### src/rtl/canny_non_max_suppression_assert.svh
// Assertion macros used by the top-level RTL file.
`ifndef CANNY_NON_MAX_SUPPRESSION_ASSERT_SVH
`define CANNY_NON_MAX_SUPPRESSION_ASSERT_SVH

// Same-cycle implication, off while reset is high.
`define NMS_ASSERT_IMPL(label, clk, rst, ante, cons, msg) \
   label: assert property (@(posedge clk) disable iff (rst) (ante) |-> (cons)) \
      else $error(msg);

// Next-cycle implication, off while reset is high.
`define NMS_ASSERT_NEXT(label, clk, rst, ante, cons, msg) \
   label: assert property (@(posedge clk) disable iff (rst) (ante) |=> (cons)) \
      else $error(msg);

`endif

### src/rtl/nms_pkg.sv
`timescale 1ns / 1ps
package nms_pkg;

   localparam int MAG_W       = 8;
   localparam int ANGLE_W     = 10;
   localparam int SECTOR_W    = 2;
   localparam int WIDTH_REG_W = 11;
   localparam int HEIGHT_REG_W = 13;
   localparam int CSR_DATA_W  = 13;
   localparam int ROW_W       = 12;

   localparam int RESET_WIDTH  = 640;
   localparam int RESET_HEIGHT = 480;
   localparam int MAX_HEIGHT   = 4096;
   localparam int MIN_SIZE     = 3;

   localparam logic CSR_IMAGE_WIDTH  = 1'b0;
   localparam logic CSR_IMAGE_HEIGHT = 1'b1;

   localparam logic [SECTOR_W-1:0] SEC_HORIZ   = 2'd0;
   localparam logic [SECTOR_W-1:0] SEC_VERT    = 2'd1;
   localparam logic [SECTOR_W-1:0] SEC_MINUS45 = 2'd2;
   localparam logic [SECTOR_W-1:0] SEC_PLUS45  = 2'd3;

   // Sector bounds in half degrees: 22.5, 67.5, 112.5, 157.5 degrees.
   localparam logic signed [ANGLE_W-1:0] ANG_22P5  = 10'sd45;
   localparam logic signed [ANGLE_W-1:0] ANG_67P5  = 10'sd135;
   localparam logic signed [ANGLE_W-1:0] ANG_112P5 = 10'sd225;
   localparam logic signed [ANGLE_W-1:0] ANG_157P5 = 10'sd315;

   localparam int QUEUE_DEPTH = 4;
   localparam int QPTR_W      = 2;
   localparam int QCNT_W      = 3;

   typedef struct packed {
      logic [SECTOR_W-1:0] sector;
      logic [MAG_W-1:0]    mag;
   } pixel_type;

   typedef struct packed {
      pixel_type top;
      pixel_type mid;
      pixel_type cur;
   } column_type;

   typedef struct packed {
      column_type col;
      logic       has_result;
      logic       row_end;
      logic       frame_end;
   } item_type;

   typedef struct packed {
      logic empty;
      logic full;
      logic two_free;
   } qstat_type;

   function automatic logic [SECTOR_W-1:0] sector_of(input logic signed [ANGLE_W-1:0] h);
      logic [SECTOR_W-1:0] s;
      if ((h > -ANG_22P5 && h <= ANG_22P5) || h > ANG_157P5 || h <= -ANG_157P5) begin
         s = SEC_HORIZ;
      end else if ((h > -ANG_112P5 && h <= -ANG_67P5) || (h > ANG_67P5 && h <= ANG_112P5)) begin
         s = SEC_VERT;
      end else if ((h > -ANG_67P5 && h <= -ANG_22P5) || (h > ANG_112P5 && h <= ANG_157P5)) begin
         s = SEC_MINUS45;
      end else begin
         s = SEC_PLUS45;
      end
      return s;
   endfunction

endpackage

### src/rtl/nms_queue.sv
`timescale 1ns / 1ps
module nms_queue import nms_pkg::*; (
   input  logic      clock,
   input  logic      reset,
   input  logic      push,
   input  item_type  push_item,
   input  logic      pop,
   output item_type  head_item,
   output qstat_type stat
);

   item_type          entry_ff [QUEUE_DEPTH];
   logic [QPTR_W-1:0] wr_ptr_ff, wr_ptr_in;
   logic [QPTR_W-1:0] rd_ptr_ff, rd_ptr_in;
   logic [QCNT_W-1:0] count_ff, count_in;

   always_comb begin
      wr_ptr_in = push ? wr_ptr_ff + QPTR_W'(1) : wr_ptr_ff;
      rd_ptr_in = pop ? rd_ptr_ff + QPTR_W'(1) : rd_ptr_ff;
      count_in  = count_ff + QCNT_W'(push) - QCNT_W'(pop);
   end

   always_ff @(posedge clock) begin
      if (reset) begin
         wr_ptr_ff <= '0;
         rd_ptr_ff <= '0;
         count_ff  <= '0;
      end else begin
         wr_ptr_ff <= wr_ptr_in;
         rd_ptr_ff <= rd_ptr_in;
         count_ff  <= count_in;
      end
   end

   always_ff @(posedge clock) begin
      if (push) begin
         entry_ff[wr_ptr_ff] <= push_item;
      end
   end

   assign head_item     = entry_ff[rd_ptr_ff];
   assign stat.empty    = (count_ff == '0);
   assign stat.full     = (count_ff == QCNT_W'(QUEUE_DEPTH));
   assign stat.two_free = (count_ff <= QCNT_W'(QUEUE_DEPTH - 2));

endmodule

### config.mk
export PLATFORM = sky130hd
export DESIGN_NAME = nms_queue
export DESIGN_NICKNAME = d
export VERILOG_FILES = /design/src/rtl/canny_non_max_suppression_assert.svh /design/src/rtl/nms_pkg.sv /design/src/rtl/nms_queue.sv
export SDC_FILE = /design/constraint.sdc
export NUM_CORES = 1
export LEC_CHECK = 0
export ABC_AREA = 1
export ABC_CLOCK_PERIOD_IN_PS = 4700
export BUFFER_PORTS_ARGS = -buffer_cell sky130_fd_sc_hd__buf_2
export CORE_MARGIN = 2
export CORE_UTILIZATION = 30
export DETAILED_ROUTE_END_ITERATION = 8
export GPL_TIMING_DRIVEN = 0
export PLACE_DENSITY = 0.47
export SETUP_SLACK_MARGIN = 0.4
export SYNTH_ARGS = -nofsm -noshare
export SYNTH_HDL_FRONTEND = slang
export SYNTH_SLANG_ARGS = --single-unit
### constraint.sdc
create_clock -name clock -period 4.7 [get_ports clock]
set_input_delay 0.94 -clock clock [delete_from_list [all_inputs] [get_ports clock]]
set_output_delay 0.94 -clock clock [all_outputs]
set_load 0.05 [all_outputs]
==> metrics <==
Port Buffers 72; Sink Count 141; Skew-Pair Late Insertion Delay 0.42 ns; largest net degree at the start of global routing 34; CTS tree yes; antenna violations before repair 0; n_diodes 0; Hold Violations, Final 0; Clock Root Buffer clkbuf_16; Synth Warn # 0; Final Util 37.4%; Synth cell types 18; Via Count 3865; Setup TNS Final 0 ns; Worst Skew 0.00434 ns; Setup Fix Bufs, Post-CTS 0; gr ovfl total 0; commonest non-fill, non-tap cell in the layout nand2_1; H-Tree Depth 4; first-pass GRT wire length 20400 um; DP Wirelength 8250 um; initial core utilization 30.7%; commonest non-fill, non-tap cells in the layout 174 x nand2_1, 132 x edfxtp_1, 124 x inv_1, 86 x buf_2, 67 x nand3_1; Remaining DRCs 0; sequential area share after synthesis 68.9%; max_slew headroom 42.3%; Worst EP required 3.76 ns; Synth-to-Final Area Change 21.9%; Worst-path clk slew 0.05 ns; syn_nets 621; HP Class reg -> reg; row cnt 51; setup violators final 0; min cycle time layout 2.70 ns; total core area roughly 20000 um^2; maximum VDD drop 272 uV; die footprint 21200 um^2; crit-path max FO 10; Max Slew Vio Count 0; share of the synthesized area in the top cell type 65.9%; #FFs+latches synth 141; Startpoint Class register; number of routed nets with antenna violations 0; Longest Clk Path Bufs 2; gpl congestion 0.670; drt via density 4.08; Max Fclk 0.371 GHz; Crit Path Category reg -> out; Synth area leaders edfxtp_1 66%, nand2_1 11%, inv_1 8.0%; status completed; Data arrival, critical path about 1.8 ns; die width 146 um; gr usage total between 10 and 15%; RSZ-0062 raised after global routing false; Fillers 1950; CTS resizes 0; Slew @ Worst Pin 0.865 ns; Iteration-0 DRC Markers 209; CTS buffer count 17; layout cell share with drive strength beyond 1 21.4%; max_cap viols 0; Die Span Y 146 um; Pwr Density approximately 440 nW/um^2; hold_sp rd_ptr_ff[1]; critical path capture point type output port; Yosys top cell by area edfxtp_1; Cells after Synth 576; Hold Buf Count CTS 0; WL final between 10000 and 15000 um; vias in the first global route 3818; Tcrit/Tclk final between 50% and 60%; WL/cell 14.0 um; # IOs 73; Mean Syn Cell Area 10.4 um^2; Post-Syn Area 6020 um^2; Leak 3.38 nW; RR Startpoint wr_ptr_ff[0]; Layout Nets about 700; TritonRoute pass-1 iters 4
## area by class of cell
| type | instances | area (um^2) | area share (%) |
|---|---|---|---|
| tap | 265 | 332 | 4.52 |
| sequential | 141 | 4140 | 56.5 |
| clock inverter | 10 | 123 | 1.67 |
| timing repair buffer | 75 | 420 | 5.73 |
| buffer | 21 | 141 | 1.93 |
| multi-input combinational | 265 | 1170 | 16.0 |
| clock buffer | 21 | 440 | 6.01 |
| inverter | 149 | 561 | 7.65 |
## critical path, cell delays in order (launching register included)
cell	delay (ns)
dfxtp_1	0.29
buf_2	0.16
inv_2	0.12
buf_2	0.29
nand3_1	0.11
nand2_1	0.10
buf_2	0.27
## layer usage
layer	up-vias	track usage, %	share of wire [%]
met2	66	22.6	50
met1	1808	15.2	44
met3	15	3.45	4.0
met5	-	0	0
met4	0	4.71	1.5
li1	1976	-	-
## registers in the layout, summed over array words and instances (netlist names), named ones only
name,count
wr_ptr_ff,2
entry_ff,132
count_ff,3
rd_ptr_ff,2
## synthesized netlist by cell type
cell	instances
dfxtp_1	9
o21bai_1	1
o21ai_1	2
a21oi_1	1
buf_2	14
xnor2_1	1
ha_1	7
inv_2	20
fa_1	1
inv_1	128
edfxtp_1	132
buf_4	2
nand3_1	67
nor2_1	9
nor3_1	2
buf_6	5
nand2_1	174
clkinv_2	1
## through the flow
step | setup WS (ns) | std cells | total power, W | hold WS, ns | instance area, um^2
floorplan | 2.32 | 576 | 0.00185 | 0.466 | 6020
global placement | 1.85 | 913 | 0.00199 | 0.487 | 6710
detailed placement | 2.39 | 916 | 0.00200 | 0.505 | 6770
CTS | 1.97 | 947 | 0.00330 | 0.512 | 7330
global route | 1.89 | 947 | 0.00339 | 0.540 | 7330
finish | 2.00 | 947 | 0.00325 | 0.502 | 7330
## where the power goes
group	switching, W	internal [W]	leakage, nW
sequential	0.0000212	0.00144	1.29
combinational	0.000378	0.000130	1.82
clock	0.000468	0.000821	0.279
## worst paths after layout
path / to / slack [ns] / cells after the start
setup / recovery: head_item[6] / 2.00 / 6
hold / removal: rd_ptr_ff[1] / 0.50 / 2
setup reg to reg: entry_ff[2][16] / 3.02 / 4
hold reg to reg: rd_ptr_ff[1] / 0.50 / 2
## cells by family (layout without fill, tap and decap cells)
group | Yosys count | in the layout | share of synthesized area (%)
xor gates and xnor gates | 1 | 1 | 0.146
adders and majority gates | 8 | 8 | 1.79
AOI/OAI and AO/OA | 4 | 4 | 0.374
buffers and inverters | 170 | 276 | 11.7
DFF | 141 | 141 | 68.9
and+or+nand+nor | 252 | 252 | 17.2
Power figures use the tool's default switching activity.
