`config.mk`:
```
export PLATFORM = sky130hd
export DESIGN_NAME = nms_back
export DESIGN_NICKNAME = d
export VERILOG_FILES = /design/src/rtl/canny_non_max_suppression_assert.svh /design/src/rtl/nms_pkg.sv /design/src/rtl/nms_back.sv
export SDC_FILE = /design/constraint.sdc
export NUM_CORES = 1
export LEC_CHECK = 0
export ABC_AREA = 1
export BUFFER_PORTS_ARGS = -buffer_cell sky130_fd_sc_hd__buf_2
export CELL_PAD_IN_SITES_DETAIL_PLACEMENT = 0
export CELL_PAD_IN_SITES_GLOBAL_PLACEMENT = 1
export CORE_ASPECT_RATIO = 2
export CORE_MARGIN = 1
export CORE_UTILIZATION = 43
export DETAILED_ROUTE_END_ITERATION = 8
export HOLD_SLACK_MARGIN = 0.03
export PLACE_DENSITY = 0.83
export SYNTH_ARGS = -nofsm -noshare
export SYNTH_HDL_FRONTEND = slang
export SYNTH_SLANG_ARGS = --single-unit
```
`constraint.sdc`:
```
create_clock -name clock -period 4.5 [get_ports clock]
set_input_delay 0.45 -clock clock [delete_from_list [all_inputs] [get_ports clock]]
set_output_delay 0.45 -clock clock [all_outputs]
set_load 0.005 [all_outputs]
```
`src/rtl/canny_non_max_suppression_assert.svh`:
```
// Assertion macros used by the top-level RTL file.
`ifndef CANNY_NON_MAX_SUPPRESSION_ASSERT_SVH
`define CANNY_NON_MAX_SUPPRESSION_ASSERT_SVH

// Same-cycle implication, off while reset is high.
`define NMS_ASSERT_IMPL(label, clk, rst, ante, cons, msg) \
   label: assert property (@(posedge clk) disable iff (rst) (ante) |-> (cons)) \
      else $error(msg);

// Next-cycle implication, off while reset is high.
`define NMS_ASSERT_NEXT(label, clk, rst, ante, cons, msg) \
   label: assert property (@(posedge clk) disable iff (rst) (ante) |=> (cons)) \
      else $error(msg);

`endif

```
`src/rtl/nms_pkg.sv`:
```
`timescale 1ns / 1ps
package nms_pkg;

   localparam int MAG_W       = 8;
   localparam int ANGLE_W     = 10;
   localparam int SECTOR_W    = 2;
   localparam int WIDTH_REG_W = 11;
   localparam int HEIGHT_REG_W = 13;
   localparam int CSR_DATA_W  = 13;
   localparam int ROW_W       = 12;

   localparam int RESET_WIDTH  = 640;
   localparam int RESET_HEIGHT = 480;
   localparam int MAX_HEIGHT   = 4096;
   localparam int MIN_SIZE     = 3;

   localparam logic CSR_IMAGE_WIDTH  = 1'b0;
   localparam logic CSR_IMAGE_HEIGHT = 1'b1;

   localparam logic [SECTOR_W-1:0] SEC_HORIZ   = 2'd0;
   localparam logic [SECTOR_W-1:0] SEC_VERT    = 2'd1;
   localparam logic [SECTOR_W-1:0] SEC_MINUS45 = 2'd2;
   localparam logic [SECTOR_W-1:0] SEC_PLUS45  = 2'd3;

   // Sector bounds in half degrees: 22.5, 67.5, 112.5, 157.5 degrees.
   localparam logic signed [ANGLE_W-1:0] ANG_22P5  = 10'sd45;
   localparam logic signed [ANGLE_W-1:0] ANG_67P5  = 10'sd135;
   localparam logic signed [ANGLE_W-1:0] ANG_112P5 = 10'sd225;
   localparam logic signed [ANGLE_W-1:0] ANG_157P5 = 10'sd315;

   localparam int QUEUE_DEPTH = 4;
   localparam int QPTR_W      = 2;
   localparam int QCNT_W      = 3;

   typedef struct packed {
      logic [SECTOR_W-1:0] sector;
      logic [MAG_W-1:0]    mag;
   } pixel_type;

   typedef struct packed {
      pixel_type top;
      pixel_type mid;
      pixel_type cur;
   } column_type;

   typedef struct packed {
      column_type col;
      logic       has_result;
      logic       row_end;
      logic       frame_end;
   } item_type;

   typedef struct packed {
      logic empty;
      logic full;
      logic two_free;
   } qstat_type;

   function automatic logic [SECTOR_W-1:0] sector_of(input logic signed [ANGLE_W-1:0] h);
      logic [SECTOR_W-1:0] s;
      if ((h > -ANG_22P5 && h <= ANG_22P5) || h > ANG_157P5 || h <= -ANG_157P5) begin
         s = SEC_HORIZ;
      end else if ((h > -ANG_112P5 && h <= -ANG_67P5) || (h > ANG_67P5 && h <= ANG_112P5)) begin
         s = SEC_VERT;
      end else if ((h > -ANG_67P5 && h <= -ANG_22P5) || (h > ANG_112P5 && h <= ANG_157P5)) begin
         s = SEC_MINUS45;
      end else begin
         s = SEC_PLUS45;
      end
      return s;
   endfunction

endpackage

```
`src/rtl/nms_back.sv`:
```
`timescale 1ns / 1ps
module nms_back import nms_pkg::*; (
   input  logic             clock,
   input  logic             reset,
   input  qstat_type        q_stat,
   input  item_type         q_item,
   output logic             q_pop,
   output logic             rsp_valid,
   input  logic             rsp_ready,
   output logic [MAG_W-1:0] rsp_thinned_value,
   output logic             rsp_row_end,
   output logic             rsp_frame_end
);

   // prev1 is the window's middle column, prev2 its left column.
   column_type       prev1_ff, prev2_ff;
   logic             rsp_valid_ff, rsp_valid_in;
   logic [MAG_W-1:0] value_ff;
   logic             row_end_ff, frame_end_ff;

   logic [MAG_W-1:0] center, side_a, side_b, value_in;

   assign q_pop  = !q_stat.empty && (!rsp_valid_ff || rsp_ready);
   assign center = prev1_ff.mid.mag;

   always_comb begin
      unique case (prev1_ff.mid.sector)
         SEC_HORIZ: begin
            side_a = prev1_ff.cur.mag;
            side_b = prev1_ff.top.mag;
         end
         SEC_VERT: begin
            side_a = q_item.col.mid.mag;
            side_b = prev2_ff.mid.mag;
         end
         SEC_MINUS45: begin
            side_a = prev2_ff.cur.mag;
            side_b = q_item.col.top.mag;
         end
         SEC_PLUS45: begin
            side_a = q_item.col.cur.mag;
            side_b = prev2_ff.top.mag;
         end
      endcase
      value_in = (center < side_a || center < side_b) ? '0 : center;
   end

   always_comb begin
      rsp_valid_in = rsp_valid_ff;
      if (q_pop) begin
         rsp_valid_in = q_item.has_result;
      end else if (rsp_ready) begin
         rsp_valid_in = 1'b0;
      end
   end

   always_ff @(posedge clock) begin
      if (reset) begin
         prev1_ff     <= '0;
         prev2_ff     <= '0;
         rsp_valid_ff <= 1'b0;
      end else begin
         rsp_valid_ff <= rsp_valid_in;
         if (q_pop) begin
            prev1_ff <= q_item.col;
            prev2_ff <= prev1_ff;
         end
      end
   end

   always_ff @(posedge clock) begin
      if (q_pop && q_item.has_result) begin
         value_ff     <= value_in;
         row_end_ff   <= q_item.row_end;
         frame_end_ff <= q_item.frame_end;
      end
   end

   assign rsp_valid         = rsp_valid_ff;
   assign rsp_thinned_value = value_ff;
   assign rsp_row_end       = row_end_ff;
   assign rsp_frame_end     = frame_end_ff;

endmodule

```
==> results.cfg <==
[route]
routed_wl_mm = 6.493
viasPerCell = 5.084
num_vias = 2486
wire_per_inst_um = 13.28
detail-route-antenna-nets = 0
drc = 0
drt_iter0_markers = 115
first_pass_iters = 4

[clocking]
cts_setup_buffers = 0
clock_latency_ns = 0.33
cts_sinks = 61
clockBufferDepth = 2
clkTransAtPathRegs_ns = 0.05
cts_root_buffer = clkbuf_16
cts-resized-gates = 0
cts.htree.levels = 3
ctsHoldBuffers = 0
tritoncts = built
cts_made_buffers = 9

[grt]
grt_max_degree = 53
grt_first_pass_wirelength_mm = 10.99
grt_pass1_vias = 2360
antenna_found_initial = 0
overflow = 0
track_usage = 0.2169

[sta]
fmaxAchievable_mhz = 369.9
tightest_slew_ns = 0.7088
fin_ws_ns = 1.797
final.min_clock_period_ns = 2.703
setup_viol = 0
hold_viol = 0
fin_worst_skew_ns = 0.003193
finalCritPeriodShare = 0.6007
timing.final.max_slew_violations = 0
finalSetupTns_ns = 0
maxSlewHeadroom = 0.5257
rsz0062_at_grt = false

[synth]
synth-seq-area-share = 0.4670
syn_area_mm2 = 0.002829
synth_cells = 360
syn-num-nets = 413
synth_top_area_frac = 0.3609
syn_area_per_cell_um2 = 7.858
yosysWarningCount = 0
synth_seq_cells = 61
yosys.area.top_type = dfxtp_1
synth_area_leaders = dfxtp_1 (36%), o21ai_0 (11%), edfxtp_1 (11%), nor2_1 (8.2%), nand2_1 (6.6%)
synth_cell_types = 24

[worst_setup_path]
crit_path_max_incr_delay_ns = 0.43
crit_type = reg2reg
rr_endpoint = rsp_thinned_value[1]$_SDFFCE_PP0P_
crit_fanout = 17
path_buf_inv = 1
cp_slowest_cell = nor2_4
cp_top_family = simple AND/OR/NAND/NOR gates
end_kind = flip-flop
cp.depth = 10
rr_startpoint = prev1_ff[19]$_SDFFE_PP0P_
rrSetupSlack_ns = 1.80
worst_setup_path_start_kind = flip-flop
r2r_cells = 10
arrival_ns = 2.78
cp_cell_sequence = nor2_4 > inv_1 > o21ai_0 > ha_1 > nand2_1 > nor2_1 > a211oi_1 > nand2_2 > nand2_4 > nor2_2
critical_path_required_ns = 4.58

[die]
rows = 41
io_pins = 51
die_x_um = 59.36
dieArea_mm2 = 0.006927
die_y_um = 116.7
start_util = 0.4483
design.core.area_mm2 = 0.006310

[final_layout]
insertedDiodeCount = 0
final_layout_size_suffix_gt1_frac = 0.1861
nFillCells = 638
layout_common_cells = o21ai_0 (65), nor2_1 (62), dfxtp_1 (51), nand2_1 (50), buf_2 (44)
stdcell_count = 489
final_util = 0.5318
final_nets = 451
syn_to_final_growth_pct = 18.62
fin_area_mm2 = 0.003356
final_common_cell = o21ai_0

[placement]
routabilityCongestion = 0.8160
place_area_mm2 = 0.003104
dp_slack_ns = 1.742
dpl.cell_count = 473
dpl.hpwl_mm = 4.211
io_buffers = 44

[run_status]
status = completed

[hold_path]
hold_class = in2reg
hold_end = rsp_frame_end$_DFFE_PP_
hp-start = q_item[0]
whs_path_depth = 1

[power]
power.density_mw_per_mm2 = 422.1
ir_worst_vdd_mv = 0.2581
power_leakage_uw = 0.001462

[job]
drv_cap = 0
## layer usage
layer / wire length, um / GRT usage / part of all wire / vias to the layer above
met1: 2839 / 0.2477 / 0.44 / 1119
met5: 0 / 0 / 0 / -
met2: 3213 / 0.3618 / 0.49 / 62
met3: 283 / 0.05648 / 0.044 / 11
li1: - / - / - / 1294
met4: 157 / 0.1127 / 0.024 / 0
## kinds of logic after synthesis
logic type | count (synthesis) | synth area share
compound gates | 112 | 0.2234
fa+ha+maj | 14 | 0.06192
buf+inv | 44 | 0.06015
flops | 61 | 0.4671
simple gates | 129 | 0.1875
## how the worst max path moves through the flow
stage               slack [ns]                      start                            endpoint
finish                    1.80  prev1_ff[19]$_SDFFE_PP0P_  rsp_thinned_value[1]$_SDFFCE_PP0P_
floorplan                 2.16  prev1_ff[19]$_SDFFE_PP0P_  rsp_thinned_value[0]$_SDFFCE_PP0P_
detailed placement        1.74  prev1_ff[19]$_SDFFE_PP0P_  rsp_thinned_value[1]$_SDFFCE_PP0P_
CTS                       1.73  prev1_ff[19]$_SDFFE_PP0P_  rsp_thinned_value[1]$_SDFFCE_PP0P_
global route              1.55  prev1_ff[19]$_SDFFE_PP0P_  rsp_thinned_value[1]$_SDFFCE_PP0P_
global placement          1.76  prev1_ff[19]$_SDFFE_PP0P_  rsp_thinned_value[2]$_SDFFCE_PP0P_
## worst register-to-register path, cell delays in order, from the launching register on
cell and delay (ns):
dfxtp_1 0.39, nor2_4 0.43, inv_1 0.35, o21ai_0 0.33
ha_1 0.29, nand2_1 0.09, nor2_1 0.05, a211oi_1 0.22
nand2_2 0.10, nand2_4 0.15, nor2_2 0.04
## state kept, by name, indices dropped and copies added, names as in the netlist
register	count
rsp_row_end	1
prev2_ff	24
rsp_valid	1
rsp_frame_end	1
rsp_thinned_value	8
prev1_ff	18
center	8
## metrics by stage
step / hold WS, ns / total power, uW
detailed placement: 0.4754 / 845.7
finish: 0.3035 / 1416
floorplan: 0.4495 / 778.4
global route: 0.2940 / 1493
CTS: 0.2955 / 1432
global placement: 0.4741 / 842.0
## power breakdown
| part | internal (uW) | total [uW] | switching [uW] |
|---|---|---|---|
| sequential | 594 | 618 | 23.1 |
| combinational | 80.6 | 216 | 135 |
| clock | 364 | 583 | 219 |
## cells in the mapped netlist
| library cell | n |
|---|---|
| nand3_1 | 5 |
| ha_1 | 14 |
| a211oi_1 | 2 |
| buf_2 | 3 |
| clkinv_1 | 1 |
| clkinv_2 | 1 |
| clkbuf_1 | 17 |
| a21oi_2 | 1 |
| edfxtp_1 | 10 |
| nor2_2 | 8 |
| nor2_4 | 1 |
| o21bai_2 | 1 |
| o21ai_0 | 65 |
| inv_2 | 2 |
| a221oi_1 | 14 |
| nand2_1 | 50 |
| nand2_2 | 2 |
| o21ai_2 | 1 |
| nor2_1 | 62 |
| dfxtp_1 | 51 |
| inv_1 | 19 |
| buf_1 | 1 |
| nand2_4 | 1 |
| a21oi_1 | 28 |
## area by class of cell
| cell class | instances | area [um2] | share of cell area |
|---|---|---|---|
| clock buffer | 12 | 236.5 | 0.07047 |
| clock inverter | 4 | 15.01 | 0.004474 |
| tap | 86 | 107.6 | 0.03207 |
| multi-input combinational | 255 | 1338 | 0.3986 |
| timing repair buffer | 48 | 250.2 | 0.07457 |
| inverter | 23 | 87.58 | 0.02610 |
| sequential | 61 | 1321 | 0.3937 |
No activity file was read; power rests on OpenSTA's default activity.
